<file path="src/hdl/ppsch_pkg.sv">
package ppsch_pkg;

    // Table geometry
    localparam int MAX_TASKS = 16;
    localparam int ADDR_W    = $clog2(MAX_TASKS);
    localparam int LIM_W     = $clog2(MAX_TASKS + 1);

    // Field widths
    localparam int OP_W    = 2;
    localparam int SLOT_W  = 4;
    localparam int TIME_W  = 16;
    localparam int BURST_W = 12;
    localparam int PRIO_W  = 8;
    localparam int CNT_W   = 5;

    localparam logic [TIME_W-1:0] NOW_MAX   = '1;
    localparam logic [CNT_W-1:0]  COUNT_MAX = '1;

    // Operation codes
    localparam logic [OP_W-1:0] OP_LOAD  = 2'd0;
    localparam logic [OP_W-1:0] OP_TICK  = 2'd1;
    localparam logic [OP_W-1:0] OP_CLEAR = 2'd2;

    // One slot of the task table
    typedef struct packed {
        logic [TIME_W-1:0]  arrival;
        logic [BURST_W-1:0] burst;
        logic [PRIO_W-1:0]  prio;
        logic [BURST_W-1:0] left;
        logic               started;
        logic [TIME_W-1:0]  response;
    } t_entry;

    typedef struct packed {
        logic [OP_W-1:0]    operation;
        logic [SLOT_W-1:0]  slot;
        logic [TIME_W-1:0]  arrival;
        logic [BURST_W-1:0] burst;
        logic [PRIO_W-1:0]  prio;
    } t_in_item;

    typedef struct packed {
        logic               ran;
        logic [SLOT_W-1:0]  ran_slot;
        logic               finished;
        logic [TIME_W-1:0]  completion;
        logic [TIME_W-1:0]  turnaround;
        logic [TIME_W-1:0]  waiting;
        logic [TIME_W-1:0]  response;
        logic               all_done;
    } t_out_item;

    // Access request from the sequencer to the slot memory
    typedef struct packed {
        logic              rd_en;
        logic [ADDR_W-1:0] rd_addr;
        logic              wr_en;
        logic [ADDR_W-1:0] wr_addr;
        t_entry            wr_data;
    } t_ram_req;

endpackage

</file>
<file path="src/hdl/ppsch_ifs.sv">
// Input transaction channel
interface ppsch_in_if import ppsch_pkg::*; ();
    logic     valid;
    logic     ready;
    t_in_item data;

    modport source (output valid, output data, input ready);
    modport sink   (input valid, input data, output ready);
endinterface

// Result transaction channel
interface ppsch_out_if import ppsch_pkg::*; ();
    logic      valid;
    logic      ready;
    t_out_item data;

    modport source (output valid, output data, input ready);
    modport sink   (input valid, input data, output ready);
endinterface

</file>
<file path="src/hdl/ppsch_slot_ram.sv">
module ppsch_slot_ram import ppsch_pkg::*; (
    input  logic     i_clk,
    input  logic     i_rst_n,
    input  t_ram_req i_req,
    output t_entry   o_rd_data
);

    t_entry            mem [MAX_TASKS];
    logic [MAX_TASKS-1:0] r_vld;
    t_entry            r_rd;
    logic              r_rd_vld;

    // Storage write and registered read
    always_ff @(posedge i_clk) begin
        if (i_req.wr_en) begin
            mem[i_req.wr_addr] <= i_req.wr_data;
        end
        if (i_req.rd_en) begin
            r_rd <= mem[i_req.rd_addr];
        end
    end

    // Per-slot written flags; unwritten slots read as no work, not started
    always_ff @(posedge i_clk) begin
        if (!i_rst_n) begin
            r_vld    <= '0;
            r_rd_vld <= 1'b0;
        end else begin
            if (i_req.wr_en) begin
                r_vld[i_req.wr_addr] <= 1'b1;
            end
            if (i_req.rd_en) begin
                r_rd_vld <= r_vld[i_req.rd_addr];
            end
        end
    end

    always_comb begin
        o_rd_data = r_rd;
        if (!r_rd_vld) begin
            o_rd_data.left    = '0;
            o_rd_data.started = 1'b0;
        end
    end

endmodule

</file>
<file path="src/hdl/ppsch_seq.sv">
module ppsch_seq import ppsch_pkg::*; (
    input  logic             i_clk,
    input  logic             i_rst_n,
    input  logic [CNT_W-1:0] i_task_count,
    input  logic             i_start,
    input  t_in_item         i_item,
    output logic             o_idle,
    output t_ram_req         o_ram_req,
    input  t_entry           i_rd_data,
    output logic             o_res_valid,
    input  logic             i_res_ready,
    output t_out_item        o_res
);

    localparam logic [2:0] S_IDLE = 3'd0;
    localparam logic [2:0] S_SCAN = 3'd1;
    localparam logic [2:0] S_UPD  = 3'd2;
    localparam logic [2:0] S_TURN = 3'd3;
    localparam logic [2:0] S_WAIT = 3'd4;
    localparam logic [2:0] S_EMIT = 3'd5;

    logic [2:0]        r_state;
    logic [TIME_W-1:0] r_now;
    logic [CNT_W-1:0]  r_done;
    logic [LIM_W-1:0]  r_idx;
    logic              r_pend;
    logic [ADDR_W-1:0] r_pend_addr;
    logic              r_found;
    logic [ADDR_W-1:0] r_best_addr;
    t_entry            r_best;
    logic              r_ran;
    logic              r_fin;
    logic [TIME_W-1:0] r_resp;
    logic [TIME_W-1:0] r_turn;
    logic [TIME_W-1:0] r_wait;

    logic [LIM_W-1:0]   w_limit;
    logic               w_rd_en;
    logic               w_load;
    logic               w_take;
    logic [BURST_W-1:0] w_left_dec;
    logic [TIME_W-1:0]  w_resp;
    logic [TIME_W-1:0]  w_now_inc;
    t_entry             w_load_data;
    t_entry             w_upd_data;

    // Scan range clamps to the table size
    assign w_limit = (int'(i_task_count) > MAX_TASKS) ? LIM_W'(MAX_TASKS)
                                                       : LIM_W'(i_task_count);

    assign w_rd_en = (r_state == S_SCAN) && (r_idx < w_limit);
    assign w_load  = i_start && (i_item.operation == OP_LOAD)
                     && (int'(i_item.slot) < MAX_TASKS);

    // Candidate compare on returning read data
    assign w_take = r_pend && (i_rd_data.arrival <= r_now) && (i_rd_data.left != '0)
                    && (!r_found || (i_rd_data.prio < r_best.prio));

    // Write-back values for the chosen slot
    assign w_left_dec = r_best.left - BURST_W'(1);
    assign w_resp     = r_best.started ? r_best.response : (r_now - r_best.arrival);
    assign w_now_inc  = (r_now == NOW_MAX) ? r_now : (r_now + TIME_W'(1));

    always_comb begin
        w_load_data          = '0;
        w_load_data.arrival  = i_item.arrival;
        w_load_data.burst    = i_item.burst;
        w_load_data.prio     = i_item.prio;
        w_load_data.left     = i_item.burst;
        w_load_data.started  = 1'b0;

        w_upd_data           = r_best;
        w_upd_data.left      = w_left_dec;
        w_upd_data.started   = 1'b1;
        w_upd_data.response  = w_resp;
    end

    // Memory request
    always_comb begin
        o_ram_req         = '0;
        o_ram_req.rd_en   = w_rd_en;
        o_ram_req.rd_addr = r_idx[ADDR_W-1:0];
        if (r_state == S_UPD && r_found) begin
            o_ram_req.wr_en   = 1'b1;
            o_ram_req.wr_addr = r_best_addr;
            o_ram_req.wr_data = w_upd_data;
        end else if (r_state == S_IDLE && w_load) begin
            o_ram_req.wr_en   = 1'b1;
            o_ram_req.wr_addr = ADDR_W'(i_item.slot);
            o_ram_req.wr_data = w_load_data;
        end
    end

    // Control sequencer
    always_ff @(posedge i_clk) begin
        if (!i_rst_n) begin
            r_state <= S_IDLE;
            r_now   <= '0;
            r_done  <= '0;
            r_pend  <= 1'b0;
            r_found <= 1'b0;
            r_idx   <= '0;
        end else begin
            r_pend <= w_rd_en;
            unique case (r_state)
                S_IDLE: begin
                    if (i_start) begin
                        if (i_item.operation == OP_CLEAR) begin
                            r_now  <= '0;
                            r_done <= '0;
                        end else if (i_item.operation == OP_TICK) begin
                            r_idx   <= '0;
                            r_found <= 1'b0;
                            r_state <= S_SCAN;
                        end
                    end
                end
                S_SCAN: begin
                    if (w_rd_en) begin
                        r_idx <= r_idx + LIM_W'(1);
                    end
                    if (w_take) begin
                        r_found <= 1'b1;
                    end
                    if (!w_rd_en && !r_pend) begin
                        r_state <= S_UPD;
                    end
                end
                S_UPD: begin
                    r_now <= w_now_inc;
                    if (r_found && (w_left_dec == '0)) begin
                        if (r_done != COUNT_MAX) begin
                            r_done <= r_done + CNT_W'(1);
                        end
                        r_state <= S_TURN;
                    end else begin
                        r_state <= S_EMIT;
                    end
                end
                S_TURN: r_state <= S_WAIT;
                S_WAIT: r_state <= S_EMIT;
                S_EMIT: begin
                    if (i_res_ready) begin
                        r_state <= S_IDLE;
                    end
                end
                default: r_state <= S_IDLE;
            endcase
        end
    end

    // Datapath registers
    always_ff @(posedge i_clk) begin
        if (r_state == S_SCAN) begin
            r_pend_addr <= r_idx[ADDR_W-1:0];
            if (w_take) begin
                r_best      <= i_rd_data;
                r_best_addr <= r_pend_addr;
            end
        end
        if (r_state == S_UPD) begin
            r_ran  <= r_found;
            r_fin  <= r_found && (w_left_dec == '0);
            r_resp <= w_resp;
        end
        if (r_state == S_TURN) begin
            r_turn <= (r_now >= r_best.arrival) ? (r_now - r_best.arrival) : '0;
        end
        if (r_state == S_WAIT) begin
            r_wait <= (r_turn >= TIME_W'(r_best.burst)) ? (r_turn - TIME_W'(r_best.burst))
                                                        : '0;
        end
    end

    // Result fields
    always_comb begin
        o_res            = '0;
        o_res.ran        = r_ran;
        o_res.ran_slot   = r_ran ? SLOT_W'(r_best_addr) : '0;
        o_res.finished   = r_fin;
        o_res.completion = r_fin ? r_now  : '0;
        o_res.turnaround = r_fin ? r_turn : '0;
        o_res.waiting    = r_fin ? r_wait : '0;
        o_res.response   = r_fin ? r_resp : '0;
        o_res.all_done   = (r_done >= i_task_count);
    end

    assign o_res_valid = (r_state == S_EMIT);
    assign o_idle      = (r_state == S_IDLE);

endmodule

</file>
<file path="src/hdl/preemptive_priority_scheduler.sv">
// Load and clear transactions are handled while the sequencer stays idle.
// A tick scans the slots, writes back the chosen slot, computes turnaround
// and waiting when the chosen task finishes, and then emits its result; the slot
// scan reads one memory entry per cycle. One transaction is in work at a time;
// a result may wait in the output register while the next transaction is taken.
// Synchronous active-low reset clears time, finish count and slot valid flags;
// task_count resets to 1.
module preemptive_priority_scheduler import ppsch_pkg::*; (
    input  logic             i_clk,
    input  logic             i_rst_n,
    input  logic             i_cfg_we,
    input  logic [CNT_W-1:0] i_cfg_wdata,
    ppsch_in_if.sink         i_in,
    ppsch_out_if.source      o_out
);

    logic [CNT_W-1:0] r_task_count;
    logic             r_out_valid;
    t_out_item        r_out;

    logic      w_idle;
    logic      w_start;
    t_ram_req  w_ram_req;
    t_entry    w_rd_data;
    logic      w_res_valid;
    logic      w_res_ready;
    t_out_item w_res;

    // Configuration register
    always_ff @(posedge i_clk) begin
        if (!i_rst_n) begin
            r_task_count <= CNT_W'(1);
        end else if (i_cfg_we) begin
            r_task_count <= i_cfg_wdata;
        end
    end

    assign i_in.ready = w_idle;
    assign w_start    = i_in.valid && w_idle;

    ppsch_slot_ram u_ram (
        .i_clk     (i_clk),
        .i_rst_n   (i_rst_n),
        .i_req     (w_ram_req),
        .o_rd_data (w_rd_data)
    );

    ppsch_seq u_seq (
        .i_clk        (i_clk),
        .i_rst_n      (i_rst_n),
        .i_task_count (r_task_count),
        .i_start      (w_start),
        .i_item       (i_in.data),
        .o_idle       (w_idle),
        .o_ram_req    (w_ram_req),
        .i_rd_data    (w_rd_data),
        .o_res_valid  (w_res_valid),
        .i_res_ready  (w_res_ready),
        .o_res        (w_res)
    );

    // Output register
    assign w_res_ready = !r_out_valid || o_out.ready;

    always_ff @(posedge i_clk) begin
        if (!i_rst_n) begin
            r_out_valid <= 1'b0;
        end else if (w_res_valid && w_res_ready) begin
            r_out_valid <= 1'b1;
        end else if (o_out.ready) begin
            r_out_valid <= 1'b0;
        end
    end

    always_ff @(posedge i_clk) begin
        if (w_res_valid && w_res_ready) begin
            r_out <= w_res;
        end
    end

    assign o_out.valid = r_out_valid;
    assign o_out.data  = r_out;

endmodule

</file>
<file path="src/flat_wrapper.sv">
// flat-port wrapper written by rule: the top's interface ports become plain ports
module preemptive_priority_scheduler_flat import ppsch_pkg::*;
  (i_clk, i_rst_n, i_cfg_we, i_cfg_wdata, i_in_valid, i_in_data, i_in_ready, o_out_valid, o_out_data, o_out_ready);
  ppsch_in_if i_in_i ();
  ppsch_out_if o_out_i ();
  input  logic i_clk;
  input  logic i_rst_n;
  input  logic i_cfg_we;
  input  logic [CNT_W-1:0] i_cfg_wdata;
  input wire logic [$bits(i_in_i.valid)-1:0] i_in_valid;
  input wire logic [$bits(i_in_i.data)-1:0] i_in_data;
  output wire logic [$bits(i_in_i.ready)-1:0] i_in_ready;
  output wire logic [$bits(o_out_i.valid)-1:0] o_out_valid;
  output wire logic [$bits(o_out_i.data)-1:0] o_out_data;
  input wire logic [$bits(o_out_i.ready)-1:0] o_out_ready;
  assign i_in_i.valid = i_in_valid;
  assign i_in_i.data = i_in_data;
  assign i_in_ready = i_in_i.ready;
  assign o_out_valid = o_out_i.valid;
  assign o_out_data = o_out_i.data;
  assign o_out_i.ready = o_out_ready;
  preemptive_priority_scheduler u_core (.i_clk(i_clk), .i_rst_n(i_rst_n), .i_cfg_we(i_cfg_we), .i_cfg_wdata(i_cfg_wdata), .i_in(i_in_i), .o_out(o_out_i));
endmodule
</file>
<file path="config.mk">
export PLATFORM = sky130hd
export DESIGN_NAME = preemptive_priority_scheduler_flat
export DESIGN_NICKNAME = d
export VERILOG_FILES = /design/src/hdl/ppsch_pkg.sv /design/src/hdl/ppsch_ifs.sv /design/src/hdl/ppsch_slot_ram.sv /design/src/hdl/ppsch_seq.sv /design/src/hdl/preemptive_priority_scheduler.sv /design/src/flat_wrapper.sv
export SDC_FILE = /design/constraint.sdc
export NUM_CORES = 1
export LEC_CHECK = 0
export BUFFER_PORTS_ARGS = -buffer_cell sky130_fd_sc_hd__buf_4
export CORE_ASPECT_RATIO = 1.1
export CORE_MARGIN = 2
export CORE_UTILIZATION = 40
export CTS_BUF_LIST = sky130_fd_sc_hd__clkbuf_16
export CTS_CLUSTER_DIAMETER = 120
export DETAILED_ROUTE_END_ITERATION = 10
export HOLD_SLACK_MARGIN = 0.08
export PLACE_DENSITY = 0.53
export RECOVER_POWER = 25
export SETUP_SLACK_MARGIN = 0.05
export SKIP_CTS_REPAIR_TIMING = 1
export SLEW_MARGIN = 20
export SYNTH_ARGS = -nofsm -noshare
export SYNTH_HDL_FRONTEND = slang
export SYNTH_HIERARCHICAL = 1
export SYNTH_SLANG_ARGS = --single-unit
</file>
<file path="constraint.sdc">
create_clock -name i_clk -period 7.35 [get_ports i_clk]
set_input_delay 0 -clock i_clk [delete_from_list [all_inputs] [get_ports i_clk]]
set_output_delay 0 -clock i_clk [all_outputs]
set_load 0.01 [all_outputs]
</file>
==> impl_results.md <==
- Status: finished with violations
- Failing checks: capacitance limit, slew limit
- Final Hold Viols: 0
- Leading area contributor after synthesis: edfxtp_1
- Clock Sinks: 1353
- DR iter-0 viols: 2428
- Sequential Power Share: 51.0%
- Unrepaired setup endpoints after global routing: no
- Sequential cell area: about 40000 µm²
- H-tree levels: 4
- Diode count: 0
- Synth Cell Area: roughly 54000 µm²
- Global Route met3 Usage: 2.94%
- Switching power share of the total: 23.1%
- Final min period: 5.94 ns
- Dpl hpwl: 81.6 mm
- Fill count: 11300
- Pleak: 20.1 nW
- Crit path launch type: flip-flop
- Clock Latency Late Sink: between 0.7 and 0.8 ns
- GRT Total Usage: 19.9%
- Routed Antenna Nets: 0
- Met1 usage: a little over a quarter
- Gp weighted congestion: 0.903
- Max FO, Critical Path: 60
- Initial antenna violation count: 2
- Crit path DAT: 6.40 ns
- # setup viols final: 0
- WL/cell: 28.1 µm
- Layout area overhead: 14.2%
- Area of the multi-input gates: 12800 µm²
- Fin crit share: 80.8%
- Sequential area share after synthesis: 74.2%
- First drt pass iteration count: 5
- Clock Pin Slew Worst Setup and Hold Paths: 0.06 ns
- Global route total overflow: 0
- Most common cell in the netlist: edfxtp_1
- Die H: 389 µm
- Async SR Flop Fraction: 0%
- Initial Util: 40.2%
- Core area: 134000 µm²
- Layout cells sized above 1: between 20% and 30%
- Mean Syn Cell Area: 19.8 µm²
- Internal Power: 13.3 mW
- Clk network pwr share: 38.9%
- Total negative slack: 0 ns
- Yosys cell types: 77
- Top cells by area, synth: edfxtp_1 72%, mux4_2 14%, dfxtp_1 2.0%
- Peak supply drop: 217 µV
- Worst Setup End Kind: flip-flop
- Post-synth EDFFs: 1299
- Total wire length: roughly 140 mm
- Comb pwr share: 10.1%
- CP required: roughly 7.8 ns
- Layout Utilization: 45.9%
- Max-slew headroom: -209%
- Number of global-route vias before repair: 27700
- Max Freq: 0.168 GHz
- Sw Pwr: around 4.0 mW
- Post-Synthesis Cells: around 2700
- First-pass GRT wire length: just under 200 mm
- Max cap viols: 6
- Synth Warn #: 6
- Grt met2 use: between 30% and 40%
- Largest net degree at the start of global routing: ~110
- Max Slew Vio Count: 313
- Yosys top cell area share: 72.2%
- Flop and latch count out of synthesis: approximately 1400
- Max Buffers Root-to-Sink: 3
- Least-Margin Pin Slew: 4.64 ns
- Worst hold path type: primary input to flip-flop
- Vias post-DR: 26700
- CTS Buf Count: 140
- Clock root cell: clkbuf_16
- Cell row count: 141
- IO buf count: between 100 and 150
- Ports: between 100 and 150
- Synth Flop Type: edfxtp_1
- Top cells by count, synth: 1299 x edfxtp_1, 327 x mux4_2, 105 x nand2_1
- Power Density: 280 nW/µm²
- GR peak layer: met2
- Final Net Count: 3078
- Clock skew: 0.0375 ns
- Drt drc: 0
- Die X-Extent: around 350 µm
- TritonCTS clock tree: done
- Vias per inst: between 5 and 6
- Hold WS: 0.0261 ns
- Critical path class: flip-flop to flip-flop
- Area of the die: 138000 µm²
- Synthesized Nets: 2843
## through the flow
step / instance area [µm²] / worst slack (ns) / power (mW) / instances
finish: 61700 / 1.41 / 17.3 / 4860
floorplan: 54000 / 1.35 / 10.2 / 2723
CTS: 61400 / 2.23 / 17.5 / 4798
global route: 61700 / 1.18 / 17.9 / 4860
detailed placement: 57000 / 2.26 / 10.7 / 4541
global placement: 57000 / 2.37 / 10.7 / 4541
## worst paths after layout
path / startpoint / endpoint / slack (ns) / depth (start not counted)
worst max-delay path: u_core/u_seq/r_idx[1] / u_core/u_ram/o_rd_data[32] / 1.41 / 3
worst min register to register: u_core/u_ram/o_rd_data[43] / u_core/u_seq/r_best[43] / 0.42 / 0
worst min-delay path: i_in_data[4] / u_core/u_ram/mem[13][33] / 0.03 / 3
worst max register to register: u_core/u_seq/r_idx[1] / u_core/u_ram/o_rd_data[32] / 1.41 / 3
## critical path: stages (launching register included)
cell and delay [ns]:
dfxtp_1 2.75, clkbuf_2 1.55, mux4_2 0.54, mux4_2 0.62
## registers in the layout (all words and copies together) (netlist names), 52 cells and up
signal / cells
u_core/u_seq/r_best: 65
u_core/o_out.data: 71
u_core/u_ram/mem: 1040
u_core/u_ram/o_rd_data: 52
## cell type report
cell class                      count  share of cell area [%]
Inverter                           74                   0.450
Clock inverter                    114                    1.26
Multi-Input combinational cell   1121                    20.7
Sequential cell                  1353                    65.0
Tap cell                         1787                    3.63
Clock buffer                      143                    5.80
Timing Repair Buffer              268                    3.14
## layout by cell type (no fill, tap or decap), types with 13 or more instances in the layout
master,Yosys,routed
a21o_1,16,16
nand4_1,13,13
mux4_2,327,327
clkinv_1,1,35
and2_1,100,26
dfxtp_1,54,54
clkbuf_1,74,83
o21ai_0,88,71
nand2b_1,16,16
o21a_1,26,26
inv_1,73,106
nand3_1,24,24
nor2_1,78,66
buf_4,59,112
nor3_1,27,22
edfxtp_1,1299,1299
nor2b_1,17,17
ha_1,66,66
nand2_1,105,104
clkbuf_16,0,143
and2_0,0,74
xor2_1,17,17
mux2i_1,17,17
xnor2_1,28,28
a21oi_1,28,26
clkinv_2,0,20
dlygate4sd3_1,0,58
## kinds of logic after synthesis
logic type                 count (synthesis)  share of synthesized area [%]
xor gates and xnor gates                  45                          0.730
and+or+nand+nor                          432                           4.19
DFF                                     1353                           74.2
adders and majority gates                 68                           1.60
buffers and inverters                    249                           2.49
AOI/OAI and AO/OA                        230                           2.78
muxes                                    346                           14.0
## power by group through the flow
stage | registers [mW] | logic, mW | clock network, mW
2_1_floorplan | 8.91 | 1.33 | 0
3_3_place_gp | 9.01 | 1.70 | 0
3_5_place_dp | 9.02 | 1.72 | 0
4_1_cts | 8.85 | 1.73 | 6.88
5_1_grt | 8.83 | 1.88 | 7.16
6_report | 8.82 | 1.74 | 6.71
## layer usage
metal / share of wire, % / vias to the layer above
li1: - / 11400
met1: 41 / 14300
met2: 51 / 765
met3: 4.6 / 180
met4: 2.8 / 0
met5: 0 / -
Note: power is estimated with default switching activity, not from simulation.
